`src/rtl/acps_pkg.sv`:
```
// Shared constants and types for the alignment column pair scorer.
package acps_pkg;

  localparam int TEST_COLUMNS      = 4096;
  localparam int COL_W             = $clog2(TEST_COLUMNS);
  localparam int MAX_SEQUENCES_DEF = 1024;
  localparam int EPOCH_W           = 16;
  localparam int OUT_DEPTH         = 4;
  localparam int FIFO_CW           = $clog2(OUT_DEPTH + 1);
  localparam int PTR_W             = $clog2(OUT_DEPTH);
  localparam int CP_W              = 19;
  localparam int LC_W              = 11;
  localparam int SUM48_W           = 48;
  localparam int SUM24_W           = 24;

  typedef struct packed {
    logic valid;
    logic clr;
  } sum_ctl_t;

  typedef struct packed {
    logic [CP_W-1:0]    column_correct_pairs;
    logic [COL_W-1:0]   best_column;
    logic               best_valid;
    logic [LC_W-1:0]    best_count;
    logic [LC_W-1:0]    letter_count;
    logic               column_fully_correct;
    logic [SUM48_W-1:0] sum_correct_pairs;
    logic [SUM48_W-1:0] sum_reference_pairs;
    logic [SUM24_W-1:0] sum_correct_columns;
  } result_t;

endpackage

```
`src/rtl/acps_totals.sv`:
```
// Column summary stage: per-column flags and saturating running totals.
module acps_totals #(
  parameter int MAX_SEQUENCES = acps_pkg::MAX_SEQUENCES_DEF,
  localparam int CNT_W  = $clog2(MAX_SEQUENCES + 1),
  localparam int PAIR_W = $clog2(longint'(MAX_SEQUENCES) * longint'(MAX_SEQUENCES - 1) / 2 + 1)
) (
  input  logic                        clk,
  input  logic                        rst_n,
  input  acps_pkg::sum_ctl_t          sum_ctl,
  input  logic [PAIR_W-1:0]           sum_pairs,
  input  logic [PAIR_W-1:0]           sum_ref_pairs,
  input  logic [CNT_W-1:0]            sum_letters,
  input  logic [CNT_W-1:0]            sum_best_count,
  input  logic [acps_pkg::COL_W-1:0]  sum_best_column,
  output logic                        s2_busy,
  output logic                        push,
  output acps_pkg::result_t           result
);
  import acps_pkg::*;

  logic                s2_valid_r;
  logic                s2_clr_r;
  logic [PAIR_W-1:0]   s2_pairs_r, s2_ref_pairs_r;
  logic [CNT_W-1:0]    s2_letters_r, s2_best_count_r;
  logic [COL_W-1:0]    s2_best_column_r;

  logic [SUM48_W-1:0]  tot_c_r, tot_c_nxt, base_c;
  logic [SUM48_W-1:0]  tot_ref_r, tot_ref_nxt, base_ref;
  logic [SUM24_W-1:0]  tot_f_r, tot_f_nxt, base_f;
  logic [SUM48_W:0]    add_c, add_ref;
  logic                best_valid, full;

  always_comb begin
    base_c   = s2_clr_r ? '0 : tot_c_r;
    base_ref = s2_clr_r ? '0 : tot_ref_r;
    base_f   = s2_clr_r ? '0 : tot_f_r;
    add_c    = (SUM48_W + 1)'(base_c) + (SUM48_W + 1)'(s2_pairs_r);
    add_ref  = (SUM48_W + 1)'(base_ref) + (SUM48_W + 1)'(s2_ref_pairs_r);
    full       = (s2_pairs_r == s2_ref_pairs_r);
    best_valid = (s2_best_count_r > (s2_letters_r >> 1));

    tot_c_nxt   = add_c[SUM48_W] ? '1 : add_c[SUM48_W-1:0];
    tot_ref_nxt = add_ref[SUM48_W] ? '1 : add_ref[SUM48_W-1:0];
    tot_f_nxt   = (full && base_f != '1) ? base_f + SUM24_W'(1) : base_f;

    result.column_correct_pairs = CP_W'(s2_pairs_r);
    result.best_column          = best_valid ? s2_best_column_r : '0;
    result.best_valid           = best_valid;
    result.best_count           = LC_W'(s2_best_count_r);
    result.letter_count         = LC_W'(s2_letters_r);
    result.column_fully_correct = full;
    result.sum_correct_pairs    = tot_c_nxt;
    result.sum_reference_pairs  = tot_ref_nxt;
    result.sum_correct_columns  = tot_f_nxt;
  end

  assign s2_busy = s2_valid_r;
  assign push    = s2_valid_r;

  always_ff @(posedge clk) begin
    if (!rst_n) begin
      s2_valid_r <= 1'b0;
      tot_c_r    <= '0;
      tot_ref_r  <= '0;
      tot_f_r    <= '0;
    end else begin
      s2_valid_r <= sum_ctl.valid;
      if (s2_valid_r) begin
        tot_c_r   <= tot_c_nxt;
        tot_ref_r <= tot_ref_nxt;
        tot_f_r   <= tot_f_nxt;
      end
    end
  end

  always_ff @(posedge clk) begin
    if (sum_ctl.valid) begin
      s2_clr_r         <= sum_ctl.clr;
      s2_pairs_r       <= sum_pairs;
      s2_ref_pairs_r   <= sum_ref_pairs;
      s2_letters_r     <= sum_letters;
      s2_best_count_r  <= sum_best_count;
      s2_best_column_r <= sum_best_column;
    end
  end
endmodule

```
`config.mk`:
```
export PLATFORM = sky130hd
export DESIGN_NAME = acps_totals
export DESIGN_NICKNAME = d
export VERILOG_FILES = /design/src/rtl/acps_pkg.sv /design/src/rtl/acps_totals.sv
export SDC_FILE = /design/constraint.sdc
export NUM_CORES = 1
export LEC_CHECK = 0
export BUFFER_PORTS_ARGS = -buffer_cell sky130_fd_sc_hd__buf_2
export CAP_MARGIN = 20
export CORE_MARGIN = 2
export CORE_UTILIZATION = 60
export DETAILED_ROUTE_END_ITERATION = 6
export PLACE_DENSITY = 0.86
export SLEW_MARGIN = 5
export SYNTH_ARGS = -nofsm -noshare
export SYNTH_HDL_FRONTEND = slang
export SYNTH_SLANG_ARGS = --single-unit
```
`constraint.sdc`:
```
create_clock -name clk -period 6 [get_ports clk]
set_input_delay 0.3 -clock clk [delete_from_list [all_inputs] [get_ports clk]]
set_output_delay 0.3 -clock clk [all_outputs]
set_load 0.01 [all_outputs]
```
==> results of run 1 <==
layout make-up:
class | count | share of cell area [%]
multi-input combinational | 1253 | 52.2
timing repair buffer | 276 | 9.72
inverter | 30 | 0.746
sequential | 194 | 30.6
antenna | 2 | 0.0332
tap | 275 | 2.28
clock buffer | 17 | 2.82
clock inverter | 15 | 1.55
worst max-delay path by stage:
stage / from / end / slack, ns / cells past startpoint
finish: s2_clr_r / result[102] / 1.02 / 13
detailed placement: s2_clr_r / result[112] / 1.63 / 13
global route: s2_clr_r / result[102] / 0.67 / 13
CTS: s2_clr_r / result[102] / 1.12 / 13
global placement: s2_clr_r / result[102] / 1.71 / 13
floorplan: s2_clr_r / result[112] / 1.68 / 18
sequential cells by signal, indices dropped and copies added, names as in the netlist:
register          flops
s2_best_column_r     12
tot_c_r              48
s2_best_count_r      11
tot_f_r              24
push                  1
s2_pairs_r           19
s2_ref_pairs_r       19
s2_letters_r         11
s2_clr_r              1
tot_ref_r            48
stage by stage:
step / std cells / hold slack (ns) / setup slack [ns]
finish: 2062 / 0.00143 / 1.02
global route: 2062 / -0.0102 / 0.672
global placement: 2017 / 0.451 / 1.71
detailed placement: 2017 / 0.470 / 1.63
CTS: 2050 / 0.00000819 / 1.12
floorplan: 1579 / 0.399 / 1.68
synth_stat cells, drive strengths merged, types with 21 or more instances:
library cell / instances
ha: 49
nor3: 47
a31oi: 27
a21o: 24
clkbuf: 72
nor2: 108
nand2: 205
nor4: 21
buf: 30
a21oi: 106
xor2: 34
inv: 27
nand3: 82
o21ai: 88
nand4: 28
dfxtp: 121
xnor2: 86
edfxtp: 73
a311oi: 24
nor2b: 79
and2: 35
power breakdown:
part / internal [mW] / switching [mW]
combinational: 0.244 / 0.387
sequential: 1.43 / 0.0662
clock: 0.603 / 0.675
per-layer routing:
metal | wire [um] | vias up
li1 | - | 6091
met1 | 15800 | 6156
met2 | 18900 | 753
met3 | 3640 | 120
met4 | 1540 | 0
met5 | 0 | -
repair_timing:
| item | CTS | global route |
|---|---|---|
| hold buffers | 1 | 9 |
| setup buffers | 0 | 0 |
| setup endpoints to repair | 0 | 0 |
| endpoints found under the hold margin | 1 | 9 |
worst register-to-register path: stages (launching register included):
cell and delay [ns]:
edfxtp_1 0.90, buf_4 0.51, nor2b_1 0.10, ha_1 0.22
fa_1 0.42, a21oi_1 0.21, o21ai_0 0.20, a31oi_1 0.28
a21oi_1 0.16, o211ai_4 0.54, buf_4 0.31, nor2_4 0.09
o41a_1 0.43
cell families after synthesis:
| logic type | synth area share (%) |
|---|---|
| AO/OA/AOI/OAI | 19.2 |
| XOR/XNOR | 8.05 |
| adder cells (fa/ha/maj) | 5.01 |
| buffers and inverters | 4.30 |
| flip-flops | 35.4 |
| multiplexers | 1.17 |
| AND/OR/NAND/NOR | 26.9 |
==> impl_metrics.json, run 1 <==
{
  "yosysSeqAreaShare_pct": 35.4,
  "drtIter0Drc": 1409,
  "cts_tree": "done",
  "ys.flop_type": "dfxtp_1",
  "grt_pass1_vias": 12066,
  "layout_commonest_cell": "buf_2",
  "ff2ff_path_depth": 12,
  "whs_path_depth": 1,
  "r2r-end": "tot_c_r[36]",
  "crit_family": "compound AO/OA/AOI/OAI gates",
  "cts_made_buffers": 17,
  "start_util_pct": 61.7,
  "yosysTopAreaCellShare_pct": 18.6,
  "hpwl_mm": 27.3,
  "design_area_um2": 15100,
  "hold_violations": 0,
  "p_leak_nw": 6.30,
  "die-area_um2": 22900,
  "synthesis.area_um2": 13000,
  "die_h_um": 151,
  "post_route_cells_drive_above_1_share_pct": 19.3,
  "status": "complete, no violations",
  "grt_use_met3_pct": 6.14,
  "use_met1_pct": 43.9,
  "endpoint_kind": "output pin",
  "min_path_type": "primary input to flip-flop",
  "multiInputGateArea_um2": 7880,
  "worstSkewPairLatency_ns": 0.46,
  "core_area_um2": 21200,
  "vias": 13120,
  "rsz0062_at_grt": "false",
  "synth_cells": 1579,
  "min_from": "sum_best_count[6]",
  "cts.clk_slew.worst_paths_ns": 0.10,
  "drc": 0,
  "place_area_um2": 14300,
  "cts_resized": 0,
  "required_ns": 5.70,
  "drv_cap": 0,
  "wire_per_inst_um": 19.3,
  "clock-root-buffer": "clkbuf_16",
  "relSlewSlack_pct": 38.3,
  "cts_sinks": 194,
  "peakVddDrop_v": 0.000251,
  "path_cells": "buf_4 > nor2b_1 > ha_1 > fa_1 > a21oi_1 > o21ai_0 > o21ai_0 > nand3_1 > a21oi_2 > nor2_1 > xnor2_1 > nand2_1 > buf_2",
  "path_buf_inv": 2,
  "yosysTopAreaCell": "dfxtp_1",
  "grt_busiest_layer": "met2",
  "setup_tns_ns": 0,
  "arrival_ns": 4.68,
  "final_cell_mix": "252 x buf_2, 205 x nand2_1, 120 x dfxtp_1",
  "drv_slew": 0,
  "final_nets": 1899,
  "setup_viol": 0,
  "async_flop_share_pct": 0,
  "critPathKind": "flip-flop to output pin",
  "holdPathEnd": "s2_best_count_r[6]",
  "die_w_um": 151,
  "path_max_fanout": 36,
  "grt_pass1_wl_mm": 61.2,
  "period_share_pct": 83.0,
  "worstSetupStartpointType": "flip-flop",
  "syn_area_per_cell_um2": 8.26,
  "tightestPinTransition_ns": 0.925,
  "fin_skew_ns": 0.0263,
  "yosysUniqueCellTypes": 96,
  "antenna_found_initial": 2,
  "regArea_um2": 4620,
  "ys_warn_count": 0,
  "cp_common_cell": "o21ai_0",
  "routed_wl_mm": 39.9,
  "ant_nets": 0,
  "cpMaxStageDelayCell": "edfxtp_1",
  "fp-row-count": 53,
  "r2r-start": "s2_clr_r",
  "ys_ff_latch": 194,
  "num_io_pins": 253,
  "p_per_area_nw_per_um2": 226,
  "syn-num-nets": 1706,
  "critPathMaxStageDelay_ns": 0.90,
  "synth_edf_count": 73,
  "drt-pass1-iter-count": 6,
  "area_growth_pct": 15.6,
  "fillers": 1638,
  "detail_route.vias_per_cell": 6.36,
  "htreeDepth": 4,
  "portBuffers": 252,
  "grt_usage_pct": 33.7,
  "use_met2_pct": 55.4,
  "grt_max_degree": 93,
  "fmax_mhz": 201,
  "overflow": 0,
  "place_congestion": 0.954,
  "synth_area_leaders": "dfxtp_1 19%, edfxtp_1 17%, nand2_1 5.9%",
  "ff2ff_setup_slack_ns": 1.53,
  "clockBufferDepth": 2,
  "finalCriticalPeriod_ns": 4.98,
  "post-route-util_pct": 71.3,
  "power_mw": 3.41
}
Power figures use the tool's default switching activity.
==> run 2, diff against run 1 <==
--- a/config.mk
+++ b/config.mk
@@ -8,9 +8,9 @@
 export BUFFER_PORTS_ARGS = -buffer_cell sky130_fd_sc_hd__buf_2
 export CAP_MARGIN = 20
 export CORE_MARGIN = 2
-export CORE_UTILIZATION = 60
+export CORE_UTILIZATION = 51
 export DETAILED_ROUTE_END_ITERATION = 6
-export PLACE_DENSITY = 0.86
+export PLACE_DENSITY = 0.77
 export SLEW_MARGIN = 5
 export SYNTH_ARGS = -nofsm -noshare
 export SYNTH_HDL_FRONTEND = slang
==> constraint.sdc (replaced) <==
create_clock -name clk -period 4.3 [get_ports clk]
set_input_delay 0.215 -clock clk [delete_from_list [all_inputs] [get_ports clk]]
set_output_delay 0.215 -clock clk [all_outputs]
set_load 0.01 [all_outputs]
==> impl_metrics.json, run 2 (synthesis results as in run 1) <==
{
  "status": "complete, no violations",
  "setup_tns_ns": 0,
  "finalCriticalPeriod_ns": 4.02,
  "worstSkewPairLatency_ns": 0.45,
  "area_growth_pct": 21.4,
  "hpwl_mm": 27.8,
  "endpoint_kind": "output pin",
  "critPathKind": "flip-flop to output pin",
  "die_w_um": 164,
  "dp_slack_ns": 0.592,
  "path_max_fanout": 29,
  "relSlewSlack_pct": 35.8,
  "cts.clk_slew.worst_paths_ns": 0.08,
  "overflow": 0,
  "fmax_mhz": 249,
  "final_nets": 1967,
  "drtIter0Drc": 1253,
  "cts_sinks": 194,
  "cts_setup_buffers": 0,
  "power_mw": 4.72,
  "reg_top3": "tot_c_r x48, tot_ref_r x48, tot_f_r x24",
  "p_per_area_nw_per_um2": 298,
  "critPathMaxStageDelay_ns": 0.46,
  "antenna_found_initial": 3,
  "rsz0062_at_grt": "false",
  "htreeDepth": 4,
  "portBuffers": 252,
  "post-route-util_pct": 62.9,
  "setup_slack_ns": 0.282,
  "hold-worst-slack_ns": 0.320,
  "ff2ff_setup_slack_ns": 0.75,
  "design_area_um2": 15800,
  "start_util_pct": 51.8,
  "die-area_um2": 26900,
  "path_cells": "buf_4 > nor2b_1 > ha_1 > fa_1 > a21oi_1 > o21ai_0 > a31oi_1 > a21oi_1 > o211ai_4 > buf_4 > nand2b_1 > buf_2",
  "drv_slew": 0,
  "grt_pass1_wl_mm": 64.6,
  "final_cell_mix": "251 x buf_2, 205 x nand2_1, 120 x dfxtp_1",
  "peakVddDrop_v": 0.000214,
  "cts_made_buffers": 17,
  "post_route_cells_drive_above_1_share_pct": 19.0,
  "worstSetupStartpointType": "flip-flop",
  "num_io_pins": 253,
  "vias": 13277,
  "arrival_ns": 3.80,
  "place_inst": 2077,
  "fin_skew_ns": 0.0181,
  "core_area_um2": 25200,
  "die_h_um": 164,
  "setup_viol": 0,
  "period_share_pct": 93.4,
  "clockBufferDepth": 2,
  "p_leak_nw": 6.59,
  "cpMaxStageDelayCell": "o211ai_4",
  "layout_commonest_cell": "buf_2",
  "crit_family": "compound AO/OA/AOI/OAI gates",
  "cts_tree": "done",
  "required_ns": 4.09,
  "final_cells": 2186,
  "place_congestion": 0.967,
  "hold_violations": 0,
  "fillers": 2127,
  "fp-row-count": 58,
  "clock-root-buffer": "clkbuf_16",
  "drc": 0,
  "grt_max_degree": 75,
  "min_path_type": "primary input to flip-flop",
  "path_buf_inv": 3,
  "ant_nets": 0,
  "grt_usage_pct": 30.3,
  "routed_wl_mm": 41.3,
  "wire_per_inst_um": 18.9,
  "tightestPinTransition_ns": 0.963,
  "place_area_um2": 14400,
  "detail_route.vias_per_cell": 6.07,
  "drv_cap": 0,
  "grt_pass1_vias": 12438,
  "drt-pass1-iter-count": 5
}
==> run 2: cell count changes in the layout (fill, tap and decap cells not counted), moves of 2 or more <==
cell / change
or2_4: +2
inv_12: -4
clkinv_4: +3
buf_4: +2
inv_16: -2
buf_6: +2
dlygate4sd3_1: +63
buf_12: +2
==> run 2: final timing paths <==
path,startpoint,to,cells after the start
worst max-delay path,s2_clr_r,result[73],12
worst min-delay path,rst_n,tot_c_r[47],2
worst max register to register,s2_clr_r,tot_c_r[22],12
worst min register to register,tot_c_r[0],tot_c_r[0],2
==> run 2: layout make-up <==
| class | instances | area (um2) | share of cell area [%] |
|---|---|---|---|
| tap | 330 | 413 | 2.61 |
| timing repair buffer | 344 | 2170 | 13.7 |
| clock inverter | 15 | 191 | 1.21 |
| sequential | 194 | 4620 | 29.2 |
| clock buffer | 17 | 425 | 2.69 |
| inverter | 30 | 113 | 0.711 |
| multi-input combinational | 1253 | 7900 | 49.9 |
| antenna | 3 | 7.51 | 0.0474 |
==> run 2: layer usage <==
metal	vias to the layer above	global-route usage, %	routed length, um
li1	6226	-	-
met4	0	11.7	1350
met1	6293	38.3	16500
met2	662	51.2	20100
met3	96	5.73	3300
met5	-	0	0
==> run 2: where the power goes <==
| group | leakage, nW | switching [mW] | total, mW | internal, mW |
|---|---|---|---|---|
| sequential | 1.70 | 0.0905 | 2.09 | 2.00 |
| clock | 0.299 | 0.880 | 1.68 | 0.803 |
| combinational | 4.59 | 0.559 | 0.943 | 0.384 |
| total | 6.59 | 1.53 | 4.72 | 3.19 |
==> run 2: repair_timing <==
item                       4_1_cts  5_1_grt
hold buffers                    73        0
resized for setup                0        6
hold endpoints to repair        73        0
setup endpoints to repair        0       40
