===== config.mk =====
export PLATFORM = sky130hd
export DESIGN_NAME = acps_fifo
export DESIGN_NICKNAME = d
export VERILOG_FILES = /design/src/rtl/acps_pkg.sv /design/src/rtl/acps_fifo.sv
export SDC_FILE = /design/constraint.sdc
export NUM_CORES = 1
export LEC_CHECK = 0
export BUFFER_PORTS_ARGS = -buffer_cell sky130_fd_sc_hd__buf_4
export CAP_MARGIN = 10
export CORE_ASPECT_RATIO = 0.75
export CORE_MARGIN = 8
export CORE_UTILIZATION = 50
export DETAILED_ROUTE_END_ITERATION = 10
export PLACE_DENSITY = 0.71
export SETUP_SLACK_MARGIN = 0.02
export SLEW_MARGIN = 20
export SYNTH_ARGS = -nofsm -noshare
export SYNTH_HDL_FRONTEND = slang
export SYNTH_SLANG_ARGS = --single-unit

===== constraint.sdc =====
create_clock -name clk -period 6.65 [get_ports clk]
set_input_delay 0.665 -clock clk [delete_from_list [all_inputs] [get_ports clk]]
set_output_delay 0.665 -clock clk [all_outputs]
set_load 0.05 [all_outputs]

===== src/rtl/acps_pkg.sv =====
// Shared constants and types for the alignment column pair scorer.
package acps_pkg;

  localparam int TEST_COLUMNS      = 4096;
  localparam int COL_W             = $clog2(TEST_COLUMNS);
  localparam int MAX_SEQUENCES_DEF = 1024;
  localparam int EPOCH_W           = 16;
  localparam int OUT_DEPTH         = 4;
  localparam int FIFO_CW           = $clog2(OUT_DEPTH + 1);
  localparam int PTR_W             = $clog2(OUT_DEPTH);
  localparam int CP_W              = 19;
  localparam int LC_W              = 11;
  localparam int SUM48_W           = 48;
  localparam int SUM24_W           = 24;

  typedef struct packed {
    logic valid;
    logic clr;
  } sum_ctl_t;

  typedef struct packed {
    logic [CP_W-1:0]    column_correct_pairs;
    logic [COL_W-1:0]   best_column;
    logic               best_valid;
    logic [LC_W-1:0]    best_count;
    logic [LC_W-1:0]    letter_count;
    logic               column_fully_correct;
    logic [SUM48_W-1:0] sum_correct_pairs;
    logic [SUM48_W-1:0] sum_reference_pairs;
    logic [SUM24_W-1:0] sum_correct_columns;
  } result_t;

endpackage


===== src/rtl/acps_fifo.sv =====
// Result queue between the summary stage and the output channel.
module acps_fifo (
  input  logic                          clk,
  input  logic                          rst_n,
  input  logic                          push,
  input  acps_pkg::result_t             push_data,
  input  logic                          pop,
  output logic                          out_valid,
  output acps_pkg::result_t             out_data,
  output logic [acps_pkg::FIFO_CW-1:0]  free_slots
);
  import acps_pkg::*;

  result_t            mem_r [OUT_DEPTH];
  logic [PTR_W-1:0]   wr_ptr_r, rd_ptr_r;
  logic [FIFO_CW-1:0] count_r, count_nxt;
  logic               do_pop;

  assign out_valid  = (count_r != '0);
  assign out_data   = mem_r[rd_ptr_r];
  assign do_pop     = pop & out_valid;
  assign free_slots = FIFO_CW'(OUT_DEPTH) - count_r;

  always_comb begin
    count_nxt = count_r;
    case ({push, do_pop})
      2'b10:   count_nxt = count_r + FIFO_CW'(1);
      2'b01:   count_nxt = count_r - FIFO_CW'(1);
      default: count_nxt = count_r;
    endcase
  end

  always_ff @(posedge clk) begin
    if (!rst_n) begin
      wr_ptr_r <= '0;
      rd_ptr_r <= '0;
      count_r  <= '0;
    end else begin
      count_r <= count_nxt;
      if (push) begin
        wr_ptr_r <= (wr_ptr_r == PTR_W'(OUT_DEPTH - 1)) ? '0 : wr_ptr_r + PTR_W'(1);
      end
      if (do_pop) begin
        rd_ptr_r <= (rd_ptr_r == PTR_W'(OUT_DEPTH - 1)) ? '0 : rd_ptr_r + PTR_W'(1);
      end
    end
  end

  always_ff @(posedge clk) begin
    if (push) begin
      mem_r[wr_ptr_r] <= push_data;
    end
  end
endmodule


==> flow_metrics.env, run 1 <==
export IMPL_status="completed"
export IMPL_skew_ns=0.0179
export IMPL_finalSetupViolCount=0
export IMPL_grt_total_usage_pct=16.7
export IMPL_grt_pass1_vias=12200
export IMPL_grt_max_degree=101
export IMPL_critical_path_max_stage_delay_ns=0.76
export IMPL_endpoint_kind="primary output"
export IMPL_worstPathRequired_ns=5.98
export IMPL_relSlewSlack_pct=30.2
export IMPL_cts_max_path_buffers=3
export IMPL_num_fill_cells=3496
export IMPL_drt_total_wl_um=50500
export IMPL_hold_viol=0
export IMPL_synth_edff_count=700
export IMPL_io_pins=358
export IMPL_critical_path_class="reg -> out"
export IMPL_post_cts_buffers=0
export IMPL_combPwrFrac_pct=26.8
export IMPL_floorplan_die_height_um=213
export IMPL_pwr_share_seq_pct=42.7
export IMPL_drive_gt1_share_pct=45.8
export IMPL_cell_internal_pwr_w=0.00836
export IMPL_fmax_mhz=307
export IMPL_cts_hold_buf=0
export IMPL_yosys_warnings=0
export IMPL_grt_overflow_total=0
export IMPL_min_path_type="in -> reg"
export IMPL_multiInputGateArea_um2=4230
export IMPL_synth_net_count=1154
export IMPL_ys_flop_type="edfxtp_1"
export IMPL_antenna_found_initial=9
export IMPL_syn_area_per_cell_um2=26.7
export IMPL_slew_viol_final=0
export IMPL_drc=0
export IMPL_worst_path_most_repeated_cell="buf_4"
export IMPL_ys_seq_elements=709
export IMPL_rows=72
export IMPL_grt_setup_unrepaired="no"
export IMPL_cts_tree="done"
export IMPL_seq_area_um2=21200
export IMPL_clk_pin_slew_ns=0.06
export IMPL_area_delta_synth_final_pct=21.3
export IMPL_fp_dieArea_um2=59100
export IMPL_mostFrequentLayoutCells="700 x edfxtp_1, 368 x buf_4, 175 x mux4_2"
export IMPL_initial_utilization_pct=50.3
export IMPL_worst_pin_slew_ns=1.05
export IMPL_htree_levels=3
export IMPL_fin_tns_setup_ns=0
export IMPL_syn_inst=966
export IMPL_p_sw_share_pct=30.9
export IMPL_ir_drop_mv=0.279
export IMPL_worstSkewPairLatency_ns=0.59
export IMPL_r2r_start="wr_ptr_r[0]$_SDFFE_PN0P_"
export IMPL_ys_seq_area_share_pct=82.2
export IMPL_crit_chain="buf_4 > mux4_2 > buf_4"
export IMPL_critical_path_max_fanout=67
export IMPL_fin_crit_sh_pct=49.0
export IMPL_avgViaCountPerCell=5.49
export IMPL_core_um2=51300
export IMPL_whs_ns=0.271
export IMPL_ys_async_sr_fraction_pct=0
export IMPL_gp_congestion=0.725
export IMPL_switching_power_w=0.00373
export IMPL_cts_root_buf="clkbuf_16"
export IMPL_final_common_cell="edfxtp_1"
export IMPL_io_buffers=357
export IMPL_clock_sinks=709
export IMPL_ant_nets=0
export IMPL_critPathLaunchType="register"
export IMPL_grt_first_pass_wirelength_um=74700
export IMPL_min_from="push_data[52]"
export IMPL_finalCriticalPeriod_ns=3.26
export IMPL_fin_nets=1554
export IMPL_mappedNetlistArea_um2=25800
export IMPL_drv_cap=0
export IMPL_place_hpwl_um=30200
export IMPL_vias=11400
export IMPL_p_leak_nw=10.4
export IMPL_crit_arrival_ns=2.60
export IMPL_p_per_area_nw_per_um2=387
export IMPL_synth_cell_types=24
export IMPL_drt_initial_drc_count=770
export IMPL_fp_dieW_um=278
export IMPL_cts_inserted_buffers=67
export IMPL_firstDrtPassIters=5
export IMPL_drt_wirelength_per_cell_um=24.3
export IMPL_cts_resized=0
export IMPL_clkPwrFrac_pct=30.4
export IMPL_crit_slowest_cell="buf_4"
[flip-flops by register name (all words and copies together), names as in the netlist, named ones only]
register	cells
mem_r	700
count_r	3
rd_ptr_r	2
wr_ptr_r	2
[metal layers]
metal | part of all wire (%) | track usage, % | vias up
met2 | 48 | 25.9 | 341
li1 | - | - | 4976
met4 | 2.1 | 4.99 | 14
met1 | 40 | 21.6 | 6015
met3 | 9.4 | 7.35 | 84
met5 | 0.18 | 0 | -
[Yosys cell counts, types with 3 or more instances]
cell type  number  area, um2
mux2i_1         3       30.0
nor2b_1         5       31.3
mux4_2        175       3940
edfxtp_1      700      21000
inv_1           9       33.8
buf_4           3       22.5
buf_6          17        191
ha_1            8        100
dfxtp_1         9        180
buf_2          16       80.1
and2_1          6       37.5
[cell type report]
| class | count | area share [%] |
|---|---|---|
| flip-flops and latches | 709 | 67.8 |
| multi-input cells | 208 | 13.5 |
| diodes | 2 | 0.0160 |
| clock buffers | 80 | 5.66 |
| clock inverters | 37 | 1.15 |
| repair buffers | 371 | 9.03 |
| inverters | 9 | 0.108 |
| well taps | 666 | 2.67 |
[logic make-up (layout without fill, tap and decap cells)]
family | after synthesis | in the layout | synth area share [%]
buf+inv | 49 | 497 | 1.37
compound gates | 4 | 4 | 0.0874
mux | 178 | 178 | 15.4
other cells | 0 | 2 | 0
xor+xnor | 2 | 2 | 0.0680
fa+ha+maj | 9 | 9 | 0.466
flops | 709 | 709 | 82.2
simple gates | 15 | 15 | 0.350
[through the flow]
stage | cell area [um2] | power [W] | setup slack [ns] | instances | util [%]
floorplan | 25800 | 0.00768 | 1.45 | 966 | -
global placement | 29100 | 0.00853 | 3.62 | 1963 | 56.8
detailed placement | 29100 | 0.00856 | 3.60 | 1963 | 56.8
CTS | 31300 | 0.0122 | 3.35 | 2080 | 61.0
global route | 31300 | 0.0125 | 3.27 | 2081 | 61.0
finish | 31300 | 0.0121 | 3.39 | 2082 | 61.0
[power by group through the flow]
stage | clock, W | sequential [W] | combinational, W
6_report | 0.00368 | 0.00516 | 0.00325
3_3_place_gp | 0 | 0.00525 | 0.00328
5_1_grt | 0.00394 | 0.00518 | 0.00340
4_1_cts | 0.00377 | 0.00517 | 0.00331
3_5_place_dp | 0 | 0.00526 | 0.00330
2_1_floorplan | 0 | 0.00526 | 0.00241
[path summary, 6_finish.rpt]
| path | end | slack, ns | depth (start not counted) |
|---|---|---|---|
| worst max-delay path | out_data[171] | 3.39 | 3 |
| worst max register to register | mem_r[0][10]$_DFFE_PP_ | 3.87 | 5 |
| worst min register to register | count_r[2]$_SDFFE_PN0P_ | 0.50 | 2 |
| worst min-delay path | mem_r[2][52]$_DFFE_PP_ | 0.27 | 1 |
[worst max-delay path: cells and delay by family (launching register included)]
kind	cells	cell delay (ns)
buf+inv	2	0.98
flops	1	0.45
mux	1	0.47
No activity file was read; power rests on OpenSTA's default activity.
==> inputs of run 2 (changes only) <==
==> constraint.sdc (replaced) <==
create_clock -name clk -period 3.11 [get_ports clk]
set_input_delay 0.311 -clock clk [delete_from_list [all_inputs] [get_ports clk]]
set_output_delay 0.311 -clock clk [all_outputs]
set_load 0.05 [all_outputs]
==> flow_metrics.env, run 2 (synthesized netlist as in run 1, its figures left out) <==
export IMPL_reg2regPathDepth=10
export IMPL_avgViaCountPerCell=5.37
export IMPL_r2r_slack_ns=0.58
export IMPL_min_from="push"
export IMPL_drt_total_wl_um=54000
export IMPL_worstPathRequired_ns=2.80
export IMPL_antenna_found_initial=5
export IMPL_p_leak_nw=11.3
export IMPL_crit_arrival_ns=2.42
export IMPL_floorplan_die_height_um=213
export IMPL_final_cell_area_um2=33500
export IMPL_htree_levels=3
export IMPL_finalSetupViolCount=0
export IMPL_fin_crit_sh_pct=87.7
export IMPL_worstHoldEndpoint="wr_ptr_r[1]$_SDFFE_PN0P_"
export IMPL_initial_utilization_pct=50.3
export IMPL_clk_pin_slew_ns=0.06
export IMPL_reg_largest_list="mem_r x700, count_r x3"
export IMPL_slew_viol_final=0
export IMPL_drv_cap=0
export IMPL_finalCriticalPeriod_ns=2.73
export IMPL_core_um2=51300
export IMPL_drt_wirelength_per_cell_um=23.6
export IMPL_critPathLaunchType="register"
export IMPL_status="completed"
export IMPL_firstDrtPassIters=4
export IMPL_critical_path_max_fanout=30
export IMPL_drive_gt1_share_pct=41.5
export IMPL_largest_reg_flops=700
export IMPL_skew_ns=0.0218
export IMPL_worstSkewPairLatency_ns=0.59
export IMPL_cts_tree="done"
export IMPL_ant_nets=0
export IMPL_fin_tns_setup_ns=0
export IMPL_fin_util_pct=65.3
export IMPL_worst_r2r_endpoint="count_r[2]$_SDFFE_PN0P_"
export IMPL_post_cts_buffers=0
export IMPL_rows=72
export IMPL_p_per_area_nw_per_um2=788
export IMPL_final_common_cell="edfxtp_1"
export IMPL_grt_max_degree=61
export IMPL_grt_total_usage_pct=18.1
export IMPL_placed_cell_area_um2=29500
export IMPL_area_delta_synth_final_pct=29.8
export IMPL_drt_initial_drc_count=988
export IMPL_place_hpwl_um=33200
export IMPL_num_fill_cells=3232
export IMPL_grt_first_pass_wirelength_um=81300
export IMPL_mostFrequentLayoutCells="700 x edfxtp_1, 377 x buf_4, 176 x dlygate4sd3_1"
export IMPL_fp_dieW_um=278
export IMPL_relSlewSlack_pct=59.1
export IMPL_gp_congestion=0.747
export IMPL_min_path_type="in -> reg"
export IMPL_worst_pin_slew_ns=0.613
export IMPL_hold_viol=0
export IMPL_io_buffers=357
export IMPL_vias=12300
export IMPL_cts_max_path_buffers=3
export IMPL_min_delay_path_depth=3
export IMPL_cts_root_buf="clkbuf_16"
export IMPL_r2r_start="count_r[0]$_SDFFE_PN0P_"
export IMPL_top_register="mem_r"
export IMPL_cts_resized=0
export IMPL_cts_inserted_buffers=69
export IMPL_fmax_mhz=367
export IMPL_grt_overflow_total=0
export IMPL_critical_path_class="reg -> out"
export IMPL_ir_drop_mv=0.605
export IMPL_fp_dieArea_um2=59100
export IMPL_endpoint_kind="primary output"
export IMPL_fin_nets=1758
export IMPL_grt_setup_unrepaired="no"
export IMPL_grt_pass1_vias=13400
export IMPL_clock_sinks=709
export IMPL_io_pins=358
export IMPL_drc=0
## run 2: changes by cell type in the layout (fill, tap and decap cells not counted), sizes merged
cell         before  now
buf             371  397
clkinv           28   27
diode             2    6
dlygate4sd3       0  176
inv              10   13
## run 2: power breakdown
group          switching (W)  internal [W]  total, W
Sequential          0.000162        0.0109    0.0111
Clock                0.00337       0.00459   0.00796
Combinational        0.00461       0.00271   0.00732
## run 2: timing repair
action	4_1_cts	5_1_grt
hold buffers	176	0
hold endpoints to repair	706	0
endpoints found under the setup margin	0	0
## run 2: final cells by class
class	instances	area, um2	share of cell area, %
Sequential cell	709	21200	63.4
Multi-Input combinational cell	208	4230	12.6
Clock inverter	39	345	1.03
Tap cell	666	833	2.49
Timing Repair Buffer	573	4990	14.9
Inverter	9	33.8	0.101
Antenna cell	6	15.0	0.0449
Clock buffer	80	1810	5.41
## run 2: worst max path at each step
stage,start,to,slack [ns],cells past startpoint
finish,register,out_data[132],0.38,4
global route,register,out_data[132],0.22,4
CTS,register,out_data[132],0.29,4
detailed placement,count_r[0]$_SDFFE_PN0P_,count_r[2]$_SDFFE_PN0P_,0.58,10
global placement,count_r[0]$_SDFFE_PN0P_,count_r[2]$_SDFFE_PN0P_,0.67,10
floorplan,count_r[0]$_SDFFE_PN0P_,count_r[2]$_SDFFE_PN0P_,0.80,10
## run 2: per-layer routing
layer / track usage (%) / part of all wire (%)
met3: 5.83 / 7.8
met5: 0 / 0.046
met2: 30.3 / 51
met1: 23.2 / 40
met4: 4.47 / 1.5
## run 2: per-stage QoR
step | setup slack [ns] | cells | hold WS (ns) | power [W]
after global routing | 0.219 | 2287 | 0.0639 | 0.0273
after CTS | 0.292 | 2284 | 0.0378 | 0.0267
after detailed placement | 0.579 | 1989 | 0.503 | 0.0185
after global placement | 0.665 | 1989 | 0.483 | 0.0184
final | 0.382 | 2290 | 0.0905 | 0.0264
after floorplan | 0.799 | 966 | 0.410 | 0.0164
## run 2: worst max-delay path, cell delays in order (launching register included)
cell	delay (ns)
dfxtp_4	0.54
buf_12	0.22
buf_12	0.27
mux4_2	0.56
buf_4	0.21
==> inputs of run 3 (changes only) <==
--- a/config.mk
+++ b/config.mk
@@ -5,13 +5,12 @@
 export SDC_FILE = /design/constraint.sdc
 export NUM_CORES = 1
 export LEC_CHECK = 0
-export BUFFER_PORTS_ARGS = -buffer_cell sky130_fd_sc_hd__buf_4
 export CAP_MARGIN = 10
 export CORE_ASPECT_RATIO = 0.75
 export CORE_MARGIN = 8
 export CORE_UTILIZATION = 50
 export DETAILED_ROUTE_END_ITERATION = 10
-export PLACE_DENSITY = 0.71
+export DONT_BUFFER_PORTS = 1
 export SETUP_SLACK_MARGIN = 0.02
 export SLEW_MARGIN = 20
 export SYNTH_ARGS = -nofsm -noshare
==> flow_metrics.env, run 3 (synthesized netlist as in run 1, its figures left out) <==
export IMPL_r2r_slack_ns=0.64
export IMPL_p_per_area_nw_per_um2=807
export IMPL_vias=10700
export IMPL_drt_wirelength_per_cell_um=26.1
export IMPL_clk_pin_slew_ns=0.06
export IMPL_hold_viol=0
export IMPL_timing_final_ws_setup_ns=0.418
export IMPL_critical_path_max_fanout=24
export IMPL_ir_drop_mv=0.617
export IMPL_top_register="mem_r"
export IMPL_grt_pass1_vias=11500
export IMPL_highest_layer="met5"
export IMPL_drv_cap=0
export IMPL_firstDrtPassIters=4
export IMPL_dp_slack_ns=0.636
export IMPL_gp_congestion=0.708
export IMPL_worstPathRequired_ns=2.80
export IMPL_grt_first_pass_wirelength_um=74800
export IMPL_area_delta_synth_final_pct=18.8
export IMPL_drt_total_wl_um=50200
export IMPL_relSlewSlack_pct=54.9
export IMPL_route_layer_met1_wl_um=20400
export IMPL_r2r_start="count_r[0]$_SDFFE_PN0P_"
export IMPL_fp_dieArea_um2=59100
export IMPL_min_from="pop"
export IMPL_grt_total_usage_pct=16.8
export IMPL_drc=0
export IMPL_grt_max_degree=68
export IMPL_mostFrequentLayoutCells="700 x edfxtp_1, 178 x dlygate4sd3_1, 175 x mux4_2"
export IMPL_final_common_cell="edfxtp_1"
export IMPL_initial_utilization_pct=50.3
export IMPL_drt_initial_drc_count=758
export IMPL_endpoint_kind="primary output"
export IMPL_io_pins=358
export IMPL_place_hpwl_um=30900
export IMPL_rows=72
export IMPL_avgViaCountPerCell=5.59
export IMPL_status="completed"
export IMPL_worst_pin_slew_ns=0.677
export IMPL_fp_dieW_um=278
export IMPL_reg_largest_list="mem_r x700, count_r x3"
export IMPL_skew_ns=0.0218
export IMPL_worstSkewPairLatency_ns=0.59
export IMPL_reg2regPathDepth=10
export IMPL_largest_reg_flops=700
export IMPL_p_leak_nw=9.52
export IMPL_wl_met3_um=3850
export IMPL_cts_root_buf="clkbuf_16"
export IMPL_finalCriticalPeriod_ns=2.69
export IMPL_clock_sinks=709
export IMPL_fin_tns_setup_ns=0
export IMPL_cts_tree="done"
export IMPL_core_um2=51300
export IMPL_slew_viol_final=0
export IMPL_ant_nets=0
export IMPL_finalSetupViolCount=0
export IMPL_min_delay_path_depth=3
export IMPL_fin_crit_sh_pct=86.5
export IMPL_min_path_type="in -> reg"
export IMPL_drive_gt1_share_pct=23.9
export IMPL_critical_path_class="reg -> out"
export IMPL_fin_nets=1394
export IMPL_worst_r2r_endpoint="count_r[2]$_SDFFE_PN0P_"
export IMPL_antenna_found_initial=2
export IMPL_fmax_mhz=372
export IMPL_crit_arrival_ns=2.38
export IMPL_htree_levels=3
export IMPL_routed_wl_met2_um=24800
export IMPL_grt_setup_unrepaired="no"
export IMPL_floorplan_die_height_um=213
export IMPL_cts_inserted_buffers=68
export IMPL_io_buffers=0
export IMPL_critPathLaunchType="register"
export IMPL_cts_max_path_buffers=3
export IMPL_num_fill_cells=3548
export IMPL_grt_overflow_total=0
[run 3: what timing repair did]
| action | in CTS | in global routing |
|---|---|---|
| hold buffers | 178 | 0 |
| hold endpoints to repair | 709 | 0 |
| setup buffers | 0 | 0 |
| resized for setup | 0 | 0 |
[run 3: how the worst max path moves through the flow]
stage	startpoint	cells after the start	slack, ns	to
3_5_place_dp	count_r[1]$_SDFFE_PN0P_	10	0.64	count_r[2]$_SDFFE_PN0P_
2_1_floorplan	count_r[0]$_SDFFE_PN0P_	10	0.80	count_r[2]$_SDFFE_PN0P_
3_3_place_gp	count_r[0]$_SDFFE_PN0P_	10	0.72	count_r[2]$_SDFFE_PN0P_
4_1_cts	register	3	0.30	out_data[169]
5_1_grt	register	3	0.25	out_data[86]
6_report	register	3	0.42	out_data[86]
[run 3: critical path, cell delays in order (launching register included)]
cell	delay, ns
dfxtp_4	0.54
buf_12	0.26
buf_12	0.25
mux4_2	0.71
[run 3: stage by stage]
step	total power [W]	utilization [%]	area, um2	hold WS, ns	std cells
2_1_floorplan	0.0164	-	25800	0.410	966
3_3_place_gp	0.0171	52.3	26800	0.410	1624
3_5_place_dp	0.0171	52.3	26800	0.410	1624
4_1_cts	0.0251	59.7	30600	0.108	1918
5_1_grt	0.0256	59.7	30600	0.186	1918
6_report	0.0247	59.7	30600	0.158	1921
[run 3: where the power goes]
part / internal, W / leakage [nW] / switching [W] / total (W)
Combinational: 0.00165 / 2.03 / 0.00433 / 0.00599
Clock: 0.00431 / 0.984 / 0.00335 / 0.00766
Sequential: 0.0109 / 6.50 / 0.000144 / 0.0111
[run 3: cell type report]
class                   instances  area (um2)  area share (%)
flip-flops and latches        709       21200            69.3
multi-input cells             208        4230            13.8
repair buffers                210        2260            7.38
clock buffers                  90        1830            5.96
well taps                     666         833            2.72
clock inverters                26         219           0.715
inverters                       9        33.8           0.110
diodes                          3        7.51          0.0245
[run 3: layer usage]
layer | global-route usage, % | vias to the layer above
li1 | - | 4663
met1 | 21.9 | 5685
met2 | 27.0 | 307
met3 | 5.70 | 83
met4 | 5.12 | 4
met5 | 0 | -
